### src/rtl/pscs_pkg.sv
// Shared types and constants for the per-channel scale and shift unit.
// Used by pscs_seq, per_channel_scale_shift_unit and the testbench; depends on nothing.
`timescale 1ns / 1ps

package pscs_pkg;

    // Default sizing of the coefficient store and the fixed-point format.
    localparam int MAX_CHANNELS_DEFAULT  = 256;
    localparam int FRACTION_BITS_DEFAULT = 16;

    // Blocked layout groups channels in blocks of eight lanes.
    localparam int BLOCK_LANES   = 8;
    localparam int LANE_SEL_BITS = 3;

    // Field and register widths.
    localparam int DATA_BITS      = 32;
    localparam int CHAN_FIELD_BITS = 8;
    localparam int CFG_INDEX_BITS = 3;
    localparam int CFG_DATA_BITS  = 17;
    localparam int CCOUNT_BITS    = 9;
    localparam int ELEMS_BITS     = 17;
    localparam int BATCH_BITS     = 16;
    localparam int ELEM_POS_BITS  = 16;

    // Largest element count per channel; larger settings clamp to it.
    localparam logic [ELEMS_BITS-1:0] ELEM_LIMIT = 17'd65536;

    typedef enum logic [0:0] {
        OP_LOAD   = 1'b0,
        OP_SAMPLE = 1'b1
    } op_t;

    typedef enum logic [CFG_INDEX_BITS-1:0] {
        REG_LAYOUT         = 3'd0,
        REG_CHANNEL_COUNT  = 3'd1,
        REG_ELEMENTS       = 3'd2,
        REG_BATCH_COUNT    = 3'd3,
        REG_ALPHA_PRESENT  = 3'd4,
        REG_BETA_PRESENT   = 3'd5
    } reg_index_t;

    typedef enum logic [1:0] {
        LAYOUT_CHANNEL_MAJOR = 2'd0,
        LAYOUT_INTERLEAVED   = 2'd1,
        LAYOUT_BLOCKED       = 2'd2
    } layout_t;

    // Per-sample control from the position sequencer to the datapath.
    typedef struct packed {
        logic tensor_end;
        logic alpha_on;
        logic beta_on;
    } seq_flags_t;

endpackage

### src/rtl/pscs_seq.sv
// Configuration registers and tensor position counters of the scale and shift unit.
// Depends on pscs_pkg for register codes, layout codes and the flag struct.
`timescale 1ns / 1ps

module pscs_seq #(
    parameter int MAX_CHANNELS = pscs_pkg::MAX_CHANNELS_DEFAULT
) (
    input  logic                                 clk,
    input  logic                                 rst_n,
    input  logic                                 cfg_we,
    input  logic [pscs_pkg::CFG_INDEX_BITS-1:0]  cfg_index,
    input  logic [pscs_pkg::CFG_DATA_BITS-1:0]   cfg_data,
    input  logic                                 step,
    output logic [$clog2(MAX_CHANNELS)-1:0]      channel,
    output pscs_pkg::seq_flags_t                 flags
);

    localparam int CW = $clog2(MAX_CHANNELS);
    localparam int BW = (CW > pscs_pkg::LANE_SEL_BITS) ? CW - pscs_pkg::LANE_SEL_BITS : 1;

    logic [1:0]                            layout_reg;
    logic [pscs_pkg::CCOUNT_BITS-1:0]      ccount_reg;
    logic [pscs_pkg::ELEMS_BITS-1:0]       elems_reg;
    logic [pscs_pkg::BATCH_BITS-1:0]       batches_reg;
    logic                                  alpha_on_reg;
    logic                                  beta_on_reg;

    logic [CW-1:0]                         lane_reg, lane_next;
    logic [pscs_pkg::ELEM_POS_BITS-1:0]    elem_reg, elem_next;
    logic [BW-1:0]                         block_reg, block_next;
    logic [pscs_pkg::BATCH_BITS-1:0]       batch_reg, batch_next;

    logic [CW-1:0]                         chan_last;
    logic [CW:0]                           chans_w;
    logic [CW:0]                           blocks_w;
    logic [BW-1:0]                         block_last;
    logic [pscs_pkg::ELEM_POS_BITS-1:0]    elem_last;
    logic [pscs_pkg::BATCH_BITS-1:0]       batch_last;
    logic [CW-1:0]                         lane_last;
    logic                                  lane_wrap, elem_wrap, block_wrap, batch_wrap;
    logic                                  is_blocked;
    logic                                  last_sample;

    // Effective counts: zero acts as one, oversized counts clamp.
    always_comb
    begin
        if (ccount_reg == '0)
            chan_last = '0;
        else if (32'(ccount_reg) > 32'(MAX_CHANNELS))
            chan_last = CW'(MAX_CHANNELS - 1);
        else
            chan_last = CW'(ccount_reg - 9'd1);

        chans_w  = (CW+1)'(chan_last) + (CW+1)'(1);
        blocks_w = chans_w >> pscs_pkg::LANE_SEL_BITS;
        if (blocks_w == '0)
            block_last = '0;
        else
            block_last = BW'(blocks_w - (CW+1)'(1));

        if (elems_reg == '0)
            elem_last = '0;
        else if (elems_reg > pscs_pkg::ELEM_LIMIT)
            elem_last = pscs_pkg::ELEM_POS_BITS'(pscs_pkg::ELEM_LIMIT - 17'd1);
        else
            elem_last = pscs_pkg::ELEM_POS_BITS'(elems_reg - 17'd1);

        if (batches_reg == '0)
            batch_last = '0;
        else
            batch_last = batches_reg - 16'd1;
    end

    assign is_blocked = (layout_reg == pscs_pkg::LAYOUT_BLOCKED);
    assign lane_last  = is_blocked ? CW'(pscs_pkg::BLOCK_LANES - 1) : chan_last;

    assign lane_wrap  = (lane_reg == lane_last);
    assign elem_wrap  = (elem_reg == elem_last);
    assign block_wrap = (block_reg == block_last);
    assign batch_wrap = (batch_reg == batch_last);

    // The innermost counter always moves; each outer one moves when all inner ones wrap.
    always_comb
    begin
        lane_next   = lane_reg;
        elem_next   = elem_reg;
        block_next  = block_reg;
        batch_next  = batch_reg;
        last_sample = 1'b0;
        case (layout_reg)
            pscs_pkg::LAYOUT_INTERLEAVED:
            begin
                lane_next = lane_wrap ? '0 : lane_reg + CW'(1);
                if (lane_wrap)
                    elem_next = elem_wrap ? '0 : elem_reg + 16'd1;
                if (lane_wrap && elem_wrap)
                    batch_next = batch_wrap ? '0 : batch_reg + 16'd1;
                last_sample = lane_wrap && elem_wrap && batch_wrap;
            end
            pscs_pkg::LAYOUT_BLOCKED:
            begin
                lane_next = lane_wrap ? '0 : lane_reg + CW'(1);
                if (lane_wrap)
                    elem_next = elem_wrap ? '0 : elem_reg + 16'd1;
                if (lane_wrap && elem_wrap)
                    block_next = block_wrap ? '0 : block_reg + BW'(1);
                if (lane_wrap && elem_wrap && block_wrap)
                    batch_next = batch_wrap ? '0 : batch_reg + 16'd1;
                last_sample = lane_wrap && elem_wrap && block_wrap && batch_wrap;
            end
            default:
            begin
                elem_next = elem_wrap ? '0 : elem_reg + 16'd1;
                if (elem_wrap)
                    lane_next = lane_wrap ? '0 : lane_reg + CW'(1);
                if (elem_wrap && lane_wrap)
                    batch_next = batch_wrap ? '0 : batch_reg + 16'd1;
                last_sample = elem_wrap && lane_wrap && batch_wrap;
            end
        endcase
    end

    always_ff @(posedge clk or negedge rst_n)
    begin
        if (!rst_n)
        begin
            layout_reg   <= pscs_pkg::LAYOUT_CHANNEL_MAJOR;
            ccount_reg   <= 9'd1;
            elems_reg    <= 17'd1;
            batches_reg  <= 16'd1;
            alpha_on_reg <= 1'b0;
            beta_on_reg  <= 1'b0;
            lane_reg     <= '0;
            elem_reg     <= '0;
            block_reg    <= '0;
            batch_reg    <= '0;
        end
        else if (cfg_we)
        begin
            case (cfg_index)
                pscs_pkg::REG_LAYOUT:        layout_reg   <= cfg_data[1:0];
                pscs_pkg::REG_CHANNEL_COUNT: ccount_reg   <= cfg_data[pscs_pkg::CCOUNT_BITS-1:0];
                pscs_pkg::REG_ELEMENTS:      elems_reg    <= cfg_data;
                pscs_pkg::REG_BATCH_COUNT:   batches_reg  <= cfg_data[pscs_pkg::BATCH_BITS-1:0];
                pscs_pkg::REG_ALPHA_PRESENT: alpha_on_reg <= cfg_data[0];
                pscs_pkg::REG_BETA_PRESENT:  beta_on_reg  <= cfg_data[0];
                default:                     ;
            endcase
            // Any write to a defined register restarts the tensor.
            if (cfg_index inside {pscs_pkg::REG_LAYOUT, pscs_pkg::REG_CHANNEL_COUNT,
                                  pscs_pkg::REG_ELEMENTS, pscs_pkg::REG_BATCH_COUNT,
                                  pscs_pkg::REG_ALPHA_PRESENT, pscs_pkg::REG_BETA_PRESENT})
            begin
                lane_reg  <= '0;
                elem_reg  <= '0;
                block_reg <= '0;
                batch_reg <= '0;
            end
        end
        else if (step)
        begin
            lane_reg  <= lane_next;
            elem_reg  <= elem_next;
            block_reg <= block_next;
            batch_reg <= batch_next;
        end
    end

    // In the blocked layout the lane stays below eight, so the channel is a concatenation.
    assign channel = is_blocked ? CW'({block_reg, lane_reg[pscs_pkg::LANE_SEL_BITS-1:0]})
                                : lane_reg;

    assign flags.tensor_end = last_sample;
    assign flags.alpha_on   = alpha_on_reg;
    assign flags.beta_on    = beta_on_reg;

endmodule

### config.mk
export PLATFORM = sky130hd
export DESIGN_NAME = pscs_seq
export DESIGN_NICKNAME = d
export VERILOG_FILES = /design/src/rtl/pscs_pkg.sv /design/src/rtl/pscs_seq.sv
export SDC_FILE = /design/constraint.sdc
export NUM_CORES = 1
export LEC_CHECK = 0
export ABC_AREA = 1
export BUFFER_PORTS_ARGS = -buffer_cell sky130_fd_sc_hd__buf_2
export CAP_MARGIN = 0
export CORE_ASPECT_RATIO = 0.5
export CORE_MARGIN = 2
export CORE_UTILIZATION = 40
export CTS_BUF_LIST = sky130_fd_sc_hd__clkbuf_8
export DETAILED_ROUTE_END_ITERATION = 6
export SLEW_MARGIN = 30
export SYNTH_ARGS = -nofsm -noshare
export SYNTH_HDL_FRONTEND = slang
export SYNTH_SLANG_ARGS = --single-unit
### constraint.sdc
create_clock -name clk -period 5.5 [get_ports clk]
set_input_delay 0.55 -clock clk [delete_from_list [all_inputs] [get_ports clk]]
set_output_delay 0.55 -clock clk [all_outputs]
set_load 0.1 [all_outputs]
---- Word-level counts from Yosys, hierarchy flattened ----
Index checks and enable logic that the tools add are counted.
cells by class
  $add $sub $neg .......................... 9
  $lt $le $gt $ge ......................... 2
  equal/unequal tests ..................... 14
  mux-type cells .......................... 33
  reductions and logical operators ........ 26
operators by type and width
  operator                                                               count
  16-bit 2-to-1 mux                                                      15
  8-bit 2-to-1 mux                                                       10
  5-bit 2-to-1 mux                                                       7
  16-bit by 1-bit adder with 16-bit output (second input constant)       2
  16-bit == test                                                         2
  16-bit by 1-bit subtractor with 16-bit output (second input constant)  2
  9-bit logical NOT                                                      2
  17-bit > comparator (second input constant)                            1
  17-bit logical NOT                                                     1
  16-bit logical NOT                                                     1
  2-bit AND reduction                                                    6
  8-bit by 1-bit adder with 9-bit output (second input constant)         1
  9-bit > comparator (second input constant)                             1
  8-bit by 1-bit adder with 8-bit output (second input constant)         1
  8-bit == test                                                          1
  4-bit AND reduction                                                    2
  8-bit by 1-bit subtractor with 8-bit output (second input constant)    1
  3-bit by 2-bit == test with 1-bit output (second input constant)       2
  3-bit == test (second input constant)                                  2
  3-bit AND reduction                                                    2
  2-bit nonzero test                                                     3
  3-bit nonzero test                                                     2
  6-bit nonzero test                                                     1
  5-bit by 1-bit adder with 5-bit output (second input constant)         1
  12 further kinds                                                       15
storage, ports and cells
  register bits after elaboration ......... 91
  input bits .............................. 24
  logic and storage cells ................. 94

---- Depth between registers and ports, before layout ----
Gate-level depths: netlist (run 1).
  depth in word-level cells ............... 12
  mapped depth ............................ 25
  mapped depth without buffers ............ 24

---- Worst setup path after synthesis (run 1) ----
No wires, ideal clock.
  path type ............................... register to output
  start ................................... register layout_reg[0]
  end ..................................... output channel[3]
  arrival ................................. 3.025 ns
  data required time ...................... 4.950 ns
  slack ................................... 1.925 ns
  stages on the path, launching flop included .. 6
  cells stage by stage .................... dfrtp_1 > inv_1 > ha_1 > clkbuf_1 > clkbuf_1 > o21ai_0
on the way
  longest elaborated chain between the ends .. 2
RTL lines
  item                    RTL line         source
  start, declared         pscs_seq.sv:21   logic [1:0] layout_reg;
  start signal, assigned  pscs_seq.sv:127  layout_reg <= pscs_pkg::LAYOUT_CHANNEL_MAJOR;
  start signal, assigned  pscs_seq.sv:141  pscs_pkg::REG_LAYOUT: layout_reg <= cfg_data[1:0];
  2-bit == test           pscs_seq.sv:74   assign is_blocked = (layout_reg == pscs_pkg::LAYOUT_BLOCKED);
  8-bit 2-to-1 mux        pscs_seq.sv:170  assign channel = is_blocked ? CW'({block_reg, lane_reg[pscs_pkg::LANE_SEL_BITS-1:0]})
  end, declared           pscs_seq.sv:14   output logic [$clog2(MAX_CHANNELS)-1:0] channel,
No other way between the ends.

==> metrics.cfg, run 1 <==
[setup_path]
r2r_slack_ps=1700
reg2regPathDepth=15
crit_family=simple AND/OR/NAND/NOR gates
worst_r2r_startpoint=elems_reg[0]
crit_required_ps=4950
crit_path_end_kind=primary output
critPathBufInv=3
crit_chain=inv_1, ha_1, nand3_1, nor2_1, nor2_2, o21bai_4, nand2_2, nand2_1, nand2_1, inv_1, ha_1, nand4_2, nand3b_1, nand2_1, nor2_1, and2_1, o21ai_0, nor2_1, buf_2
critPathArrivalTime_ps=3780
start_kind=register
cp_slowest_stage_delay_ps=590
path_class=reg -> out
r2r_end=batch_reg[11]
path_max_fanout=8
cp_slowest_cell=dfstp_2

[final_layout]
largest_register_ffs=17
fin_nets=1052
antenna_cells=0
drive_gt1_frac=0.0987
fillers=1670
area_growth_pct=8.13

[sta]
timing.fmax_mhz=231
relSlewSlack=0.425
layout_setup_ws_ps=1170
period_share=0.788
period_needed_ps=4330
rsz0062_at_grt=false
worstMarginPinSlew_ps=863
setup_viol_count_final=0
whs_ps=184
drv_slew=0
fin_tns_setup_ps=0
clock_skew_ps=17.0
hold_viol=0

[clock_tree]
cts_buffers=9
cts_root_buffer=clkbuf_8
hold_buffers=0
clockBufferDepth=2
cts_sinks=91
post_cts_buffers=0
h-tree-depth=3
cts_resized=0
clk_transition_reported_paths_ps=100
cts_tree=done
clock_latency_ps=370

[placement]
dp_slack_ps=1580
portBuffers=34
post-dp-hpwl_microns=12800
routabilityCongestion=0.918

[yosys]
synthFlopType=dfrtp_1
syn_nets=1035
synth.most_common_cell=nand2_1
synth-seq-area-share=0.337
synth_cell_types=43
synth-async-reset-ratio=1.00
netlist_top_cells_area=dfrtp_1 33%, nand2_1 14%, xor2_1 7.4%
yosys-top-cells-count=260 x nand2_1, 118 x inv_1, 113 x nor2_1
synth_cells=1001
synth_top_area_frac=0.325
synth_area_leader_cell=dfrtp_1
synth_warnings=0
synth_seq_cells=91
synth.cell_area_sq_um=6770
avgSynthCellArea_sq_um=6.76
synth_edf_count=0

[global_routing]
grt_start_max_net_pins=47
grt_pass1_wl_microns=28800
grt_pass1_vias=5734
grt.overflow.total=0
antenna_found_initial=1
grt_use_total=0.199

[routing]
wl_met2_microns=7350
routed_wl_microns=17000
drt_iter0_markers=377
num_vias=6327
wl_met3_microns=608
ant_nets=0
highest_layer=met5
m1WireLength_microns=8890
first_pass_iters=4
drc=0
viasPerCell=5.06
drt-wirelength-per-cell_microns=13.6

[power]
combinationalPowerShare=0.434
internal_power_mw=1.38
p_sw_mw=1.13
power_frac_seq=0.355
power_density_nw_per_um2=342
p_clk_frac=0.211
switching_share=0.450
ir_drop_uv=151
p_leak_nw=3.63

[die]
rows=33
dieWidth_microns=188
die_h_microns=96.0
ios=35
start_util=0.411
fp.dieArea_sq_um=18000
core_area_sq_um=16500

[flow_run]
cap_violations=0

[status]
outcome=finished, final reports clean

[worst_hold_path]
hold_path_class=in -> async

## cell type report
type / count / area [sq um] / share of cell area
inverter: 126 / 473 / 0.0646
clock inverter: 7 / 98.8 / 0.0135
tap: 227 / 284 / 0.0388
clock buffer: 9 / 124 / 0.0169
multi-input combinational: 754 / 3870 / 0.529
sequential: 91 / 2280 / 0.312
timing repair buffer: 36 / 188 / 0.0256
## per-layer routing
layer	global-route usage	vias to the layer above
li1	-	3266
met1	0.282	2951
met2	0.322	91
met3	0.0343	17
met4	0.0374	2
met5	0	-
## power by group through the flow
stage	Clock [mW]	Sequential (mW)	Combinational [mW]
6_report	0.529	0.888	1.09
5_1_grt	0.567	0.907	1.23
4_1_cts	0.538	0.887	1.09
3_5_place_dp	0	0.899	1.08
3_3_place_gp	0	0.896	1.07
2_1_floorplan	0	0.865	0.910
## how the worst max path moves through the flow
stage,from,depth (start not counted),to,slack [ps]
floorplan,layout_reg[0],5,channel[3],1930
CTS,ccount_reg[0],17,flags[2],1170
global route,ccount_reg[0],21,flags[2],760
detailed placement,ccount_reg[0],17,flags[2],1580
global placement,ccount_reg[0],21,flags[2],1660
finish,ccount_reg[0],19,flags[2],1170
## stage by stage
step	instance area (sq um)	power, mW	util	instances
final	7320	2.50	0.444	1250
after global routing	7320	2.71	0.444	1250
after CTS	7310	2.51	0.444	1250
after detailed placement	7090	1.98	0.430	1234
after global placement	7090	1.96	0.430	1234
after floorplan	6770	1.78	-	1001
## cell usage in the layout, fill, tap and decap left out, drive strengths merged, types with 4 or more instances in the layout
| cell | n |
|---|---|
| o21ai | 87 |
| or2 | 10 |
| ha | 10 |
| buf | 36 |
| nand3b | 5 |
| o22ai | 11 |
| a31oi | 4 |
| nor2 | 124 |
| nand3 | 86 |
| xor2 | 57 |
| nor3 | 15 |
| xnor2 | 4 |
| clkbuf | 9 |
| nand4 | 40 |
| dfrtp | 88 |
| nor4 | 4 |
| inv | 125 |
| clkinv | 5 |
| a21oi | 15 |
| nand2 | 269 |
## logic make-up after synthesis
family,Yosys count,share of synthesized area
AND/OR/NAND/NOR,560,0.370
XOR/XNOR,61,0.0789
buffers and inverters,156,0.0926
adder cells (fa/ha/maj),10,0.0185
AO/OA/AOI/OAI,123,0.103
flip-flops,91,0.337
Power figures use the tool's default switching activity.
==> run 2: changes to the inputs <==
clock period = 3.93 ns   (was 5.5 ns; I/O delays follow)
==> metrics.cfg, run 2 (same netlist as run 1, synthesis figures left out) <==
[sta]
layout_setup_ws_ps=183  ; -983 ps
drv_slew=0  ; unchanged
clock_skew_ps=15.6  ; -1.42 ps
relSlewSlack=0.426  ; +0.000935
setup_viol_count_final=0  ; unchanged
hold_viol=0  ; unchanged
worstMarginPinSlew_ps=861  ; -1.40 ps
timing.fmax_mhz=267
fin_tns_setup_ps=0  ; unchanged
period_needed_ps=3750
period_share=0.953

[setup_path]
cp_slowest_stage_delay_ps=570  ; -20 ps
crit_path_end_kind=primary output
reg2regPathDepth=18  ; +3
worst_r2r_startpoint=elems_reg[0]
critPathArrivalTime_ps=3350  ; -430 ps
cp-startpoint=ccount_reg[0]
cp_common_cell=nand2_1
r2r_end=batch_reg[11]
crit_chain=inv_4, ha_4, inv_1, nor2_1, nand3_2, nand2_2, o21ai_4, buf_6, nand3_2, nand2_1, nand2_2, nand4_4, buf_4, nand3_1, nand2_1, nand2_1, nor2_2, and2_4, o21ai_1, nor2_1, buf_12
crit_path_end=flags[2]
r2r_slack_ps=570  ; -1130 ps
cp_slowest_cell=dfstp_2
path_max_fanout=8  ; unchanged
path_class=reg -> out
crit_required_ps=3540  ; -1410 ps
start_kind=register

[clock_tree]
cts_buffers=9  ; unchanged
h-tree-depth=3  ; unchanged
cts_sinks=91  ; unchanged
hold_buffers=0  ; unchanged
clk_transition_reported_paths_ps=100  ; about the same
clock_latency_ps=380  ; about the same
clockBufferDepth=2  ; unchanged
cts_tree=done
cts_root_buffer=clkbuf_8

[final_layout]
final_cell_mix=253 x nand2_1, 115 x inv_1, 106 x nor2_1
fillers=1652  ; -1.1%
fin_nets=1072  ; +1.9%
drive_gt1_frac=0.143  ; +0.0441
area_growth_pct=13.0
antenna_cells=0  ; unchanged
largest_register_ffs=17  ; unchanged
final_common_cell=nand2_1
fin_cells=1270  ; +1.6%

[placement]
portBuffers=34  ; unchanged
post-dp-hpwl_microns=12800  ; +0.25%
dp_slack_ps=264  ; -1310 ps
placedCellCount=1242  ; +0.65%
routabilityCongestion=0.896  ; -2.4%

[routing]
num_vias=6400  ; +1.2%
drc=0  ; unchanged
drt_iter0_markers=383  ; +1.6%
first_pass_iters=5  ; +1
ant_nets=0  ; unchanged
drt-wirelength-per-cell_microns=13.9  ; +2.1%
routed_wl_microns=17600  ; +3.8%
viasPerCell=5.04  ; -0.44%

[die]
start_util=0.411  ; unchanged
dieWidth_microns=188  ; unchanged
rows=33  ; unchanged
die_h_microns=96.0  ; unchanged
ios=35  ; unchanged
core_area_sq_um=16500  ; unchanged
fp.dieArea_sq_um=18000  ; unchanged

[global_routing]
grt_pass1_vias=5866  ; +2.3%
grt.overflow.total=0  ; unchanged
grt_pass1_wl_microns=28700  ; -0.17%
antenna_found_initial=1  ; unchanged
grt_start_max_net_pins=66  ; +40%
grt_use_total=0.199  ; +0.000519

[worst_hold_path]
hold_path_class=in -> async

[power]
power_density_nw_per_um2=486  ; +42%
ir_drop_uv=193  ; +28%
p_leak_nw=3.74  ; +3.2%

[status]
outcome=finished, final reports clean

[flow_run]
cap_violations=0  ; unchanged

## run 2: timing repair
item                                    4_1_cts  5_1_grt
pin swaps                                     3       15
setup buffers                                 1       11
gates resized for setup                       6       39
endpoints found under the setup margin        1        1
## run 2: power breakdown
| group | internal, mW | switching [mW] | leakage (nW) |
|---|---|---|---|
| logic | 0.584 | 1.15 | 2.45 |
| registers | 1.07 | 0.166 | 1.19 |
| clock network | 0.363 | 0.384 | 0.110 |
| total | 2.02 | 1.70 | 3.74 |
## run 2: worst max-delay path, delay by kind of cell, from the launching register on
kind	cells	cell delay (ps)
flip-flops	1	570
AO/OA/AOI/OAI	2	300
buffers and inverters	5	570
adder cells (fa/ha/maj)	1	150
AND/OR/NAND/NOR	13	1390
## run 2: layer usage
metal	wire length, microns	GRT usage	vias to the layer above
li1	-	-	3302
met1	9020	0.277	2984
met2	7730	0.323	96
met3	748	0.0408	16
met4	136	0.0413	2
met5	12	0	-
## run 2: cell type report
| type | count | area [sq um] | area share |
|---|---|---|---|
| inverters | 126 | 475 | 0.0622 |
| well taps | 227 | 284 | 0.0371 |
| flip-flops and latches | 91 | 2280 | 0.298 |
| repair buffers | 56 | 360 | 0.0471 |
| clock inverters | 7 | 98.8 | 0.0129 |
| multi-input cells | 754 | 4030 | 0.526 |
| clock buffers | 9 | 124 | 0.0162 |
## run 2: how the worst min path moves through the flow
stage	start	to	slack, ps	cells past startpoint
after floorplan	rst_n	alpha_on_reg	100	0
after global placement	batch_reg[15]	batch_reg[15]	460	2
after detailed placement	layout_reg[0]	layout_reg[0]	470	2
after CTS	rst_n	batch_reg[4]	140	1
after global routing	rst_n	batch_reg[3]	170	1
final	rst_n	batch_reg[4]	110	1
## run 2: metrics by stage
step | total power [mW] | hold slack [ps] | instance area [sq um] | utilization
5_1_grt | 4.01 | 170 | 7650 | 0.464
3_5_place_dp | 2.79 | 475 | 7160 | 0.435
3_3_place_gp | 2.76 | 457 | 7160 | 0.435
2_1_floorplan | 2.48 | 97.4 | 6770 | -
4_1_cts | 3.58 | 142 | 7420 | 0.450
6_report | 3.72 | 106 | 7650 | 0.464
==> run 3: changes to the inputs <==
REMOVE_ABC_BUFFERS = 1   (was unset)
==> metrics.cfg, run 3 (same netlist as run 1, synthesis figures left out) <==
[setup_path]
cp_slowest_stage_delay_ps=570  ; about the same
r2r_slack_ps=620  ; +50 ps
critPathArrivalTime_ps=3310  ; -40 ps
start_kind=register
cp_slowest_cell=dfstp_2
path_class=reg -> out
crit_path_end_kind=primary output
crit_required_ps=3540  ; about the same
crit_chain=inv_4, ha_2, inv_1, nor2_1, nand3_2, nand2_2, o21ai_4, nand2_2, nand2_2, nand2_2, inv_2, ha_4, nand4_4, nand2_1, nand2_1, nand2_1, nand2_1, nor2_2, and2_4, o21ai_2, nor2_4, buf_12
path_max_fanout=8  ; unchanged

[sta]
drv_slew=0  ; unchanged
setup_viol_count_final=0  ; unchanged
hold_viol=0  ; unchanged
worstMarginPinSlew_ps=585  ; -276 ps
timing.fmax_mhz=270  ; +1.2%
rsz0062_at_grt=false
whs_ps=289  ; +183 ps
relSlewSlack=0.610  ; +0.184
clock_skew_ps=15.0  ; -0.522 ps
period_needed_ps=3700  ; -44.5 ps
period_share=0.942  ; -0.0113

[clock_tree]
cts_tree=done
clock_latency_ps=380  ; about the same
clk_transition_reported_paths_ps=100  ; about the same
cts_root_buffer=clkbuf_8
clockBufferDepth=2  ; unchanged
h-tree-depth=3  ; unchanged
cts_buffers=9  ; unchanged
cts_sinks=91  ; unchanged

[die]
ios=35  ; unchanged
start_util=0.411  ; unchanged
die_h_microns=96.0  ; unchanged
core_area_sq_um=16500  ; unchanged
dieWidth_microns=188  ; unchanged
fp.dieArea_sq_um=18000  ; unchanged
rows=33  ; unchanged

[power]
power_density_nw_per_um2=468  ; -3.6%
p_leak_nw=3.70  ; -1.0%
ir_drop_uv=468  ; +140%
p_total_mw=3.54  ; -4.8%

[placement]
portBuffers=34  ; unchanged
routabilityCongestion=0.893  ; -0.39%
placed_area_sq_um=7160  ; unchanged
post-dp-hpwl_microns=13200  ; +2.7%

[final_layout]
largest_register_ffs=17  ; unchanged
design_area_sq_um=7550  ; -1.2%
area_growth_pct=11.6
fin_nets=1070  ; -0.19%
final_common_cell=nand2_1
drive_gt1_frac=0.134  ; -0.00933
fillers=1715  ; +3.8%
final_cell_mix=254 x nand2_1, 116 x inv_1, 108 x nor2_1
antenna_cells=0  ; unchanged

[status]
outcome=finished, final reports clean

[routing]
ant_nets=0  ; unchanged
viasPerCell=5.08  ; +0.77%
drt-wirelength-per-cell_microns=13.9  ; +0.16%
drt_iter0_markers=362  ; -5.5%
num_vias=6439  ; +0.61%
first_pass_iters=5  ; unchanged
drc=0  ; unchanged
routed_wl_microns=17700  ; about the same

[worst_hold_path]
hold_path_class=in -> reg

[global_routing]
grt_start_max_net_pins=40  ; -39%
grt.overflow.total=0  ; unchanged
grt_use_total=0.202  ; +0.00319
antenna_found_initial=0  ; -1
grt_pass1_wl_microns=29000  ; +0.89%
grt_pass1_vias=5771  ; -1.6%

[flow_run]
cap_violations=0  ; unchanged

run 3: cell count changes in the layout (fill, tap and decap cells not counted), sizes merged:
cell / change
dlygate4sd3: +1
bufinv: -2
clkinv: +1
buf: -3
clkbuf: +1
run 3: path summary, 6_finish.rpt:
| path | startpoint | endpoint | cells past startpoint |
|---|---|---|---|
| hold reg to reg | batches_reg[0] | batches_reg[0] | 2 |
| setup reg to reg | elems_reg[0] | block_reg[2] | 20 |
| hold / removal | cfg_data[9] | batches_reg[9] | 3 |
| setup / recovery | ccount_reg[0] | flags[2] | 22 |
| max in group asynchronous | rst_n | ccount_reg[0] | 3 |
| min in group asynchronous | rst_n | batch_reg[14] | 2 |
run 3: report_power, final:
group,total (mW),internal [mW],switching [mW]
Clock,0.639,0.253,0.385
Sequential,1.24,1.07,0.168
Combinational,1.66,0.555,1.10
Total,3.54,1.88,1.66
run 3: per-layer routing:
layer / routed length (microns) / GRT usage / up-vias / share of wire
met5: 0 / 0 / - / 0
met3: 728 / 0.0441 / 9 / 0.041
li1: - / - / 3311 / -
met4: 84 / 0.0328 / 0 / 0.0048
met1: 8740 / 0.280 / 3017 / 0.50
met2: 8090 / 0.332 / 102 / 0.46
run 3: cell type report:
cell class	count	area, sq um	share of cell area
tap	227	284	0.0376
clock inverter	6	47.5	0.00629
timing repair buffer	54	340	0.0450
sequential	91	2280	0.302
inverter	126	475	0.0629
multi-input combinational	754	3990	0.528
clock buffer	10	138	0.0182
run 3: timing repair:
| action | in CTS | in global routing |
|---|---|---|
| hold buffers | 1 | 0 |
| resized for setup | 6 | 28 |
| endpoints found under the hold margin | 26 | 0 |
| buffers inserted | 1 | 8 |
| setup endpoints to repair | 1 | 1 |
| pin swaps | 2 | 14 |
run 3: worst max-delay path, delay by kind of cell (launching register included):
family | cells | cell delay, ps
fa+ha+maj | 2 | 360
flops | 1 | 570
compound gates | 2 | 280
simple gates | 14 | 1360
buf+inv | 4 | 360
run 3: per-stage QoR:
step           setup TNS [ps]  setup slack (ps)  cells  utilization
2_1_floorplan            -268              -268    971            -
6_report                    0               227   1268        0.459
5_1_grt                     0              4.21   1268        0.459
3_5_place_dp                0               228   1242        0.435
4_1_cts                     0              32.3   1260        0.449
3_3_place_gp                0               304   1242        0.435
